`config.mk`:
```
export PLATFORM = sky130hd
export DESIGN_NAME = http_host_header_validator
export DESIGN_NICKNAME = d
export VERILOG_FILES = /design/src/rtl/core/hhv_pkg.sv /design/src/rtl/core/hhv_byte_step.sv /design/src/rtl/core/http_host_header_validator.sv
export VERILOG_INCLUDE_DIRS = /design/src /design/src/rtl/core
export SDC_FILE = /design/constraint.sdc
export NUM_CORES = 1
export LEC_CHECK = 0
export BUFFER_PORTS_ARGS = -buffer_cell sky130_fd_sc_hd__buf_2
export CORE_MARGIN = 4
export CORE_UTILIZATION = 60
export CTS_BUF_LIST = sky130_fd_sc_hd__clkbuf_8
export DETAILED_ROUTE_END_ITERATION = 16
export PLACE_DENSITY = 0.87
export SLEW_MARGIN = 20
export SYNTH_ARGS = -nofsm -noshare
export SYNTH_HDL_FRONTEND = slang
export SYNTH_SLANG_ARGS = --single-unit
```
`constraint.sdc`:
```
create_clock -name clk -period 8.2 [get_ports clk]
set_input_delay 0.41 -clock clk [delete_from_list [all_inputs] [get_ports clk]]
set_output_delay 0.41 -clock clk [all_outputs]
set_load 0.005 [all_outputs]
```
`src/rtl/core/http_host_header_validator_defines.svh`:
```
// Assertion macros for the host header validator.
// Used by http_host_header_validator.sv in rtl/core; no other dependencies.
`ifndef HTTP_HOST_HEADER_VALIDATOR_DEFINES_SVH
`define HTTP_HOST_HEADER_VALIDATOR_DEFINES_SVH
`ifndef SYNTHESIS
// Property holds in every cycle out of reset.
`define HHV_ASSERT(lbl, clk, rst_n, prop, msg) \
	lbl: assert property (@(posedge clk) disable iff (!rst_n) (prop)) else $error(msg);
// Antecedent in one cycle implies consequent in the next.
`define HHV_ASSERT_NEXT(lbl, clk, rst_n, ante, cons, msg) \
	lbl: assert property (@(posedge clk) disable iff (!rst_n) (ante) |=> (cons)) \
		else $error(msg);
`else
`define HHV_ASSERT(lbl, clk, rst_n, prop, msg)
`define HHV_ASSERT_NEXT(lbl, clk, rst_n, ante, cons, msg)
`endif
`endif

```
`src/rtl/core/hhv_pkg.sv`:
```
// Shared types and constants of the host header validator.
// No dependencies; used by hhv_byte_step and http_host_header_validator.
`default_nettype none

package hhv_pkg;

	// parse mode, one-hot
	typedef enum logic [2:0] {
		MODE_USUAL   = 3'b001,
		MODE_LITERAL = 3'b010,
		MODE_REST    = 3'b100
	} mode_t;

	typedef struct packed {
		mode_t mode;
		logic  dot_seen;
		logic  was_cut;
		logic  rejected;
		logic  upper;
	} flags_t;

	localparam flags_t FLAGS_RESET = '{
		mode:     MODE_USUAL,
		dot_seen: 1'b0,
		was_cut:  1'b0,
		rejected: 1'b0,
		upper:    1'b0
	};

	localparam int LEN_W = 11;

	typedef struct packed {
		logic             upper;
		logic [LEN_W-1:0] length;
		logic             status;
	} result_t;

	localparam logic [7:0] CH_DOT    = 8'h2E;
	localparam logic [7:0] CH_COLON  = 8'h3A;
	localparam logic [7:0] CH_LBRACK = 8'h5B;
	localparam logic [7:0] CH_RBRACK = 8'h5D;
	localparam logic [7:0] CH_NUL    = 8'h00;
	localparam logic [7:0] CH_SLASH  = 8'h2F;
	localparam logic [7:0] CH_UP_A   = 8'h41;
	localparam logic [7:0] CH_UP_Z   = 8'h5A;

endpackage

`default_nettype wire

```
`src/rtl/core/hhv_byte_step.sv`:
```
// Per-byte state update and end-of-value result for the host validator.
// Purely combinational; uses hhv_pkg.
`default_nettype none

module hhv_byte_step #(
	parameter int MAX_HOST_BYTES = 1024,
	parameter int POS_W          = 11
) (
	input  wire logic [7:0]       host_byte,
	input  wire logic [POS_W-1:0] pos,
	input  wire logic [POS_W-1:0] last_dot,
	input  wire logic [POS_W-1:0] cut_len,
	input  wire hhv_pkg::flags_t  flags,
	output logic [POS_W-1:0]      pos_nxt,
	output logic [POS_W-1:0]      last_dot_nxt,
	output logic [POS_W-1:0]      cut_len_nxt,
	output hhv_pkg::flags_t       flags_nxt,
	output hhv_pkg::result_t      result
);

	localparam logic [POS_W-1:0] MAX_POS = POS_W'(MAX_HOST_BYTES);
	localparam logic [POS_W-1:0] ONE     = POS_W'(1);

	logic [POS_W-1:0] pos_inc;
	logic [POS_W-1:0] hlen;
	logic [POS_W-1:0] hlen_trim;
	logic             bad;

	assign pos_inc = pos + ONE;

	always_comb begin
		pos_nxt      = pos;
		last_dot_nxt = last_dot;
		cut_len_nxt  = cut_len;
		flags_nxt    = flags;
		priority if (flags.rejected) begin
			// value already rejected: ignore the rest
		end else if (pos >= MAX_POS) begin
			flags_nxt.rejected = 1'b1;
		end else begin
			pos_nxt = pos_inc;
			// ordinary bytes match none of these and only advance the position
			if (host_byte == hhv_pkg::CH_DOT) begin
				if (flags.dot_seen && (last_dot + ONE == pos)) begin
					flags_nxt.rejected = 1'b1;
				end else begin
					last_dot_nxt       = pos;
					flags_nxt.dot_seen = 1'b1;
				end
			end else if (host_byte == hhv_pkg::CH_COLON) begin
				if (flags.mode == hhv_pkg::MODE_USUAL) begin
					cut_len_nxt       = pos;
					flags_nxt.was_cut = 1'b1;
					flags_nxt.mode    = hhv_pkg::MODE_REST;
				end
			end else if (host_byte == hhv_pkg::CH_LBRACK) begin
				if (pos == '0) begin
					flags_nxt.mode = hhv_pkg::MODE_LITERAL;
				end
			end else if (host_byte == hhv_pkg::CH_RBRACK) begin
				if (flags.mode == hhv_pkg::MODE_LITERAL) begin
					cut_len_nxt       = pos_inc;
					flags_nxt.was_cut = 1'b1;
					flags_nxt.mode    = hhv_pkg::MODE_REST;
				end
			end else if (host_byte == hhv_pkg::CH_NUL || host_byte == hhv_pkg::CH_SLASH) begin
				flags_nxt.rejected = 1'b1;
			end else if (host_byte >= hhv_pkg::CH_UP_A && host_byte <= hhv_pkg::CH_UP_Z) begin
				flags_nxt.upper = 1'b1;
			end
		end
	end

	// result as seen once this byte is the last one
	always_comb begin
		hlen      = flags_nxt.was_cut ? cut_len_nxt : pos_nxt;
		hlen_trim = hlen;
		if (!flags_nxt.rejected && flags_nxt.dot_seen && hlen != '0
				&& (last_dot_nxt + ONE == hlen)) begin
			hlen_trim = hlen - ONE;
		end
		bad = flags_nxt.rejected || (hlen_trim == '0);
		if (bad) begin
			result = '{upper: 1'b0, length: '0, status: 1'b1};
		end else begin
			result = '{upper: flags_nxt.upper,
				length: hhv_pkg::LEN_W'(hlen_trim), status: 1'b0};
		end
	end

endmodule

`default_nettype wire

```
`src/rtl/core/http_host_header_validator.sv`:
```
// Top level of the streaming HTTP Host header validator.
// Depends on hhv_pkg, hhv_byte_step and http_host_header_validator_defines.svh.
//
// Usage:
//  - Slave channel s_*: one header byte per transaction in s_tdata[7:0];
//    s_tlast marks the final byte of the value.
//  - Master channel m_*: one result transaction per value, issued for the
//    byte that carried s_tlast. Bytes without s_tlast produce nothing.
//  - Path: a last byte accepted into the input register goes through the state
//    update into the result register, which drives m_tvalid.
//  - Throughput: one byte per cycle while no last byte is stalled, set by the
//    combinational update in hhv_byte_step from input to state registers.
//  - Receiver stall: the result register holds the pending result; bytes
//    without tlast keep flowing. A second finished value waits in the input
//    register, and s_tready drops only when that last byte finds the result
//    register still occupied.
//  - Reset (arst_n low, asynchronous): both registers empty, parse state
//    back to its idle values; s_tready is high right after reset.
//  - Values longer than MAX_HOST_BYTES bytes are rejected.
`default_nettype none
`include "http_host_header_validator_defines.svh"

module http_host_header_validator #(
	parameter int MAX_HOST_BYTES = 1024
) (
	input  wire logic        clk,
	input  wire logic        arst_n,
	// slave side
	input  wire logic        s_tvalid,
	output logic             s_tready,
	input  wire logic [7:0]  s_tdata,   // [7:0] host_byte
	input  wire logic        s_tlast,   // last_byte
	// master side
	output logic             m_tvalid,
	input  wire logic        m_tready,
	output logic [15:0]      m_tdata    // [0] status, [11:1] host_length,
	                                    // [12] has_uppercase, [15:13] zero
);

	// position counter saturates at MAX_HOST_BYTES, so it must hold that value
	localparam int POS_W = $clog2(MAX_HOST_BYTES + 1);

	// input register
	logic       valid_s1;
	logic [7:0] byte_s1;
	logic       last_s1;

	// parse state
	logic [POS_W-1:0] pos_q;
	logic [POS_W-1:0] last_dot_q;
	logic [POS_W-1:0] cut_len_q;
	hhv_pkg::flags_t  flags_q;

	// result register
	logic             out_valid_q;
	hhv_pkg::result_t out_q;

	logic [POS_W-1:0] pos_nxt;
	logic [POS_W-1:0] last_dot_nxt;
	logic [POS_W-1:0] cut_len_nxt;
	hhv_pkg::flags_t  flags_nxt;
	hhv_pkg::result_t result;

	logic in_xfer;
	logic advance;
	logic emit;

	// a byte leaves the input register unless it carries a result that
	// cannot be stored yet
	assign advance  = valid_s1 && (!last_s1 || !out_valid_q || m_tready);
	assign emit     = advance && last_s1;
	assign s_tready = !valid_s1 || advance;
	assign in_xfer  = s_tvalid && s_tready;

	hhv_byte_step #(
		.MAX_HOST_BYTES (MAX_HOST_BYTES),
		.POS_W          (POS_W)
	) u_step (
		.host_byte    (byte_s1),
		.pos          (pos_q),
		.last_dot     (last_dot_q),
		.cut_len      (cut_len_q),
		.flags        (flags_q),
		.pos_nxt      (pos_nxt),
		.last_dot_nxt (last_dot_nxt),
		.cut_len_nxt  (cut_len_nxt),
		.flags_nxt    (flags_nxt),
		.result       (result)
	);

	always_ff @(posedge clk or negedge arst_n) begin
		if (!arst_n) begin
			valid_s1 <= 1'b0;
		end else if (in_xfer) begin
			valid_s1 <= 1'b1;
		end else if (advance) begin
			valid_s1 <= 1'b0;
		end
	end

	always_ff @(posedge clk) begin
		if (in_xfer) begin
			byte_s1 <= s_tdata;
			last_s1 <= s_tlast;
		end
	end

	// state returns to idle after each finished value
	always_ff @(posedge clk or negedge arst_n) begin
		if (!arst_n) begin
			pos_q      <= '0;
			last_dot_q <= '0;
			cut_len_q  <= '0;
			flags_q    <= hhv_pkg::FLAGS_RESET;
		end else if (emit) begin
			pos_q      <= '0;
			last_dot_q <= '0;
			cut_len_q  <= '0;
			flags_q    <= hhv_pkg::FLAGS_RESET;
		end else if (advance) begin
			pos_q      <= pos_nxt;
			last_dot_q <= last_dot_nxt;
			cut_len_q  <= cut_len_nxt;
			flags_q    <= flags_nxt;
		end
	end

	always_ff @(posedge clk or negedge arst_n) begin
		if (!arst_n) begin
			out_valid_q <= 1'b0;
		end else if (emit) begin
			out_valid_q <= 1'b1;
		end else if (m_tready) begin
			out_valid_q <= 1'b0;
		end
	end

	always_ff @(posedge clk) begin
		if (emit) begin
			out_q <= result;
		end
	end

	assign m_tvalid = out_valid_q;
	assign m_tdata  = {3'b000, out_q};

	// checks
	`HHV_ASSERT(a_reject_zero, clk, arst_n,
		!(out_valid_q && out_q.status) || (out_q.length == '0 && !out_q.upper),
		"rejected result carries nonzero fields")
	`HHV_ASSERT(a_valid_len, clk, arst_n,
		!(out_valid_q && !out_q.status) || (out_q.length != '0),
		"accepted result with empty host")
	`HHV_ASSERT(a_pos_sat, clk, arst_n,
		pos_q <= POS_W'(MAX_HOST_BYTES),
		"byte position beyond limit")
	`HHV_ASSERT_NEXT(a_clear_after, clk, arst_n, emit,
		pos_q == '0 && !flags_q.rejected && flags_q.mode == hhv_pkg::MODE_USUAL,
		"parse state not cleared after result")
	`HHV_ASSERT(a_stall_cause, clk, arst_n,
		s_tready || (valid_s1 && last_s1 && out_valid_q && !m_tready),
		"input stalled without a blocked result")

endmodule

`default_nettype wire
```
-- Yosys cells after proc, flatten, opt, wreduce, memory -nomap -nowiden
Index checks and enable logic that the tools add are counted.
- add/subtract/negate cells: 4
- magnitude comparators: 3
- equal/unequal tests: 14
- muxes and demuxes: 56
- reduce and logical (&&, ||, !) cells: 27
- operators with widths (cell ; number):
    $mux 11 ; 22
    $add 11x1->11 const B ; 3
    $eq 8x6->1 const B ; 3
    $mux 3 ; 8
    $eq 11x11->1 ; 2
    $logic_not 11->1 ; 2
    $mux 7 ; 3
    $mux 1 ; 20
    $eq 8x7->1 const B ; 2
    $ge 11x11->1 const B ; 1
    $reduce_bool 11->1 ; 1
    $sub 11x1->11 const B ; 1
    $ge 8x7->1 const B ; 1
    $le 8x7->1 const B ; 1
    $logic_and 1x1->1 ; 8
    $logic_not 8->1 ; 1
    $reduce_and 8->1 ; 1
    $reduce_bool 4->1 ; 2
    $reduce_bool 2->1 ; 3
    $logic_or 1x1->1 ; 5
    $mux 5 ; 1
    $logic_not 1->1 ; 4
    $mux 2 ; 2
    $ne 2x2->1 const B ; 2
    5 further kinds ; 5
- bits in registers: 64
- output and inout port bits: 18

-- Longest topological paths before layout
- depth in word-level cells: 18
- depth in mapped cells: 21
- gate-level depth less buffers: 18

-- Modules after synthesis
From an unflattened synthesis, not the netlist that was laid out.
- cells, all modules: 756
- area, all modules: 6239.7 µm²
- modules (own cells, without submodules) (module ; instances ; cells each ; area each (µm²) ; seq. area each (µm²)):
    http_host_header_validator ; 1 ; 263 ; 3121.7 ; 1712.9
    hhv_byte_step ; 1 ; 493 ; 3118.0 ; 0.0

-- Worst setup path after synthesis
OpenSTA, ideal clock, no wires.
- path kind: reg2reg
- start: register last_dot_q[0]
- end: register out_q (netlist bit m_tdata[12]) (data pin)
- setup time: 254 ps
- data arrival time: 4356 ps
- required time: 7946 ps
- slack: 3589 ps
- cell stages (with the launch flop): 21
- path buffers: 2
- cell sequence: dfrtp_1 ha_1 and2_1 o21a_1 o21ai_0 nand4_1 o41a_1 buf_2 mux2_2 ha_1 and3_1 nand2b_1 xor2_1 mux2i_1 xor2_1 a2111oi_4 o2111a_1 buf_6 mux2i_1 or3_1 o21a_1
- longest elaborated chain between the ends: 14
- elaborated cells between the ends (all ways): 23
- ends and longest elaborated chain (element ; line ; source):
    start: declaration ; http_host_header_validator.sv:50 ; logic [POS_W-1:0] last_dot_q;
    start signal: assignment ; http_host_header_validator.sv:122 ; last_dot_q <= last_dot_nxt;
    parallel branches: the longest is 13 deep, another holds $add 11x1->11 ; n/a ;
    $logic_or 1x1->1 * ; hhv_byte_step.sv:82 ; bad = flags_nxt.rejected || (hlen_trim == '0);
    end signal: assignment ; http_host_header_validator.sv:140 ; out_q <= result;
    end: declaration ; http_host_header_validator.sv:56 ; hhv_pkg::result_t out_q;
Every way passes the cells marked *. The select of a mux whose other input is x is not followed.
A chain may end at the register's enable or synchronous reset.

-- Worst setup path after layout
- start: register pos_q[9]
- end: register out_q (netlist bit m_tdata[12]) (data pin)
- longest elaborated chain between the ends: 15
- elaborated cells between the ends (all ways): 38
- ends and longest elaborated chain (element ; line ; source):
    start: declaration ; http_host_header_validator.sv:49 ; logic [POS_W-1:0] pos_q;
    start signal: assignment ; http_host_header_validator.sv:121 ; pos_q <= pos_nxt;
    parallel branches: the longest is 15 deep, another holds $add 11x1->11 ; n/a ;
Parallel ways; which one is timed is not known. The select of a mux whose other input is x is not followed.

==> qor.txt <==
R2R Path End: m_tdata[12]
Hold_buf cts: 0
Xor/xnor share of the synthesized area: 8.51%
Rows: 33
RSZ-0062 raised after global routing: no
Slowest-stage cell, CP: dfrtp_1
Count of flip-flops with a built-in enable after synthesis: 22
Skew final: 0.0150 ns
Initial antenna violation count: 0
Fin crit share: 68.4%
Crit Path Category: reg2reg
Routed WL: 14.9 mm
Area Overhead vs Synth: 7.10%
Tmin final: 5.61 ns
Post-synth ARST share: 65.6%
Synth cell types: 81
Crit path DAT: 5.72 ns
Final instance area: 5400 µm²
Worst-skew pair later-pin latency: 0.35 ns
Die span in x: 99.7 µm
Via/cell ratio: 6.96
Worst R2R Start: pos_q[9]
CP Cell Sequence: inv_1, nor4_1, o211ai_1, o31a_1, o41a_1, mux2_2, ha_1, nand4_1, nor2_1, xnor2_1, mux2i_1, xor2_1, a2111oi_4, o2111a_1, mux2i_1, or3_1, o21a_1
Filler cell count: 683
Worst hold path class: in2async
Synthesized cell area: 5040 µm²
Post-synthesis sequential area ratio: 34.0%
Mean Syn Cell Area: 8.77 µm²
# setup viols final: 0
CP required: 8.31 ns
First-pass GRT wire length: 23.9 mm
R2R setup slack: 2.59 ns
Gr ovfl total: 0
Worst path max stage delay: 0.64 ns
Element type at the critical path start: flip-flop
Largest family of logic cells by synthesized area: compound AO/OA/AOI/OAI gates
VDD IR max: 106 µV
DR WL/cell: 21.7 µm
Synth Area in Adders: 1.74%
Power density cells: 161 nW/µm²
Power Internal: 0.624 mW
Fmax: 0.178 GHz
Post-synth top area share: 20.3%
CP startpoint: pos_q[9]
DIE AREA: 9940 µm²
Post-DP Area: 5140 µm²
CP dominant cell by count: mux2i_1
Post-CTS Resized: 0
Drt initial violations: 484
Status: finished clean
Largest net degree at the start of global routing: 43
Post-Synth Simple-Gate Area: 23.0%
Clock Sinks: 64
Synth top cells by count: nand2_1, dfrtp_1, nor2_1
Die Y: 99.7 µm
Post-Syn Instances: 575
#FFs+latches synth: 64
Sw frac: 28.4%
H-Tree Depth: 3
Layout net count: 596
Starting Density: 61.4%
GRT Overall Usage: 30.8%
Mux cell area share after synthesis: 4.17%
Core area: 8220 µm²
Clk slew on worst S/H paths: 0.08 ns
Share of post-route cells with drive strength above 1: 13.3%
Seq pwr share: 42.3%
Clk root buf: clkbuf_8
Setup tns final: 0 ns
MaxCap Viol Count: 0
Ports: 31
Slew Limit Fails: 0
Synth Flop Type: dfrtp_1
DRT Pass-1 Iters: 5
Clock buffer depth: 2
Synth top area cells: dfrtp_1, edfxtp_1, xor2_1
DRC: 0
RePlAce Congestion: 1.03
Worst-Margin Slew: 1.05 ns
CP Max Fanout: 17
Final std cells w/o fill: 686
Cell taking the most area after synthesis: dfrtp_1
ANT cells: 0
Sw power: 0.248 mW
Compound-cell area share of the yosys netlist: 23.2%
HPWL Detailed: 10.7 mm
CTS tree: yes
Vias: 4775
R2R depth: 17
TritonCTS Buffers: 9
Crit path capture: m_tdata[12]
Pwr Total: 0.872 mW
Most common cell in the netlist: nand2_1
Crit. End Element: flip-flop
Routed Antenna Nets: 0
Synth warnings: 0
Clock power share: 40.3%
Leakage: 2.17 nW
IO buf count: 27
Logic pwr share: 17.4%
Inst Count DP: 670
Slew headroom: 29.5%
Final hold violations: 0
Vias in the first global route: 4476
Post-CTS Setup Repair Bufs: 0
==> power by group through the flow <==
stage	sequential [mW]	clock (mW)	combinational (mW)
floorplan	0.361	0	0.115
global placement	0.373	0	0.142
detailed placement	0.374	0	0.147
CTS	0.368	0.351	0.148
global route	0.370	0.368	0.165
finish	0.369	0.351	0.152
==> state kept, by name (all words and copies together), names as in the netlist <==
register    cells
byte_s1         8
cut_len_q      11
flags_q         7
last_dot_q     11
last_s1         1
m_tdata        13
m_tvalid        1
pos_q          11
valid_s1        1
==> logic make-up (layout without fill, tap and decap cells) <==
logic type	Yosys count	in the layout
simple gates	218	218
flops	64	64
other cells	1	3
buf+inv	61	65
compound gates	155	155
fa+ha+maj	7	7
mux	20	20
xor+xnor	49	49
==> routing by layer <==
layer	global-route usage [%]	vias to the layer above	wire length (µm)
met5	0	-	0
met4	15.5	0	755
met3	4.35	61	1420
met2	47.6	313	6770
met1	42.4	2262	5910
li1	-	2139	-
==> through the flow <==
stage	utilization, %	hold slack [ns]	setup WS [ns]
after detailed placement	62.6	0.477	2.72
final	65.7	0.212	2.59
after global routing	65.7	0.223	2.27
after CTS	65.7	0.229	2.72
after floorplan	-	0.114	3.59
after global placement	62.6	0.470	2.90
==> how the worst min path moves through the flow <==
stage          cells after the start      endpoint    startpoint  slack [ns]
2_1_floorplan                      0  cut_len_q[0]        arst_n        0.11
3_3_place_gp                       2    flags_q[4]    flags_q[4]        0.47
3_5_place_dp                       2  cut_len_q[1]  cut_len_q[1]        0.48
4_1_cts                            1    byte_s1[2]    s_tdata[2]        0.23
5_1_grt                            1    byte_s1[2]    s_tdata[2]        0.22
6_report                           1      pos_q[8]        arst_n        0.21
==> final cells by class <==
cell class / count / area, µm² / area share, %
Inverter: 19 / 71.3 / 1.32
Tap cell: 105 / 131 / 2.43
Sequential cell: 64 / 1710 / 31.7
Clock inverter: 5 / 103 / 1.90
Clock buffer: 11 / 151 / 2.80
Multi-Input combinational cell: 452 / 3070 / 56.9
Timing Repair Buffer: 30 / 158 / 2.92
==> cell usage in the layout (no fill, tap or decap), types with 9 or more instances in the layout <==
cell,synthesis,final
nand2_1,57,57
or3_1,9,9
buf_2,12,27
xor2_1,25,25
edfxtp_1,22,22
a21oi_1,20,20
nor3_1,14,14
nand4_1,10,10
dfrtp_1,41,41
a22o_1,16,16
xnor2_1,24,24
inv_1,19,19
mux2i_1,15,15
o21ai_0,34,34
a211oi_1,10,10
nand3_1,23,23
clkbuf_8,0,11
nor2_1,41,40
==> critical path, delay by kind of cell, from the launching register on <==
family                   cells  cell delay (ns)
AO/OA/AOI/OAI                6             2.10
AND/OR/NAND/NOR              4             1.26
flip-flops                   1             0.64
multiplexers                 3             0.57
XOR/XNOR                     2             0.36
adder cells (fa/ha/maj)      1             0.25
buffers and inverters        1             0.17
(Power assumes the default switching activity.)
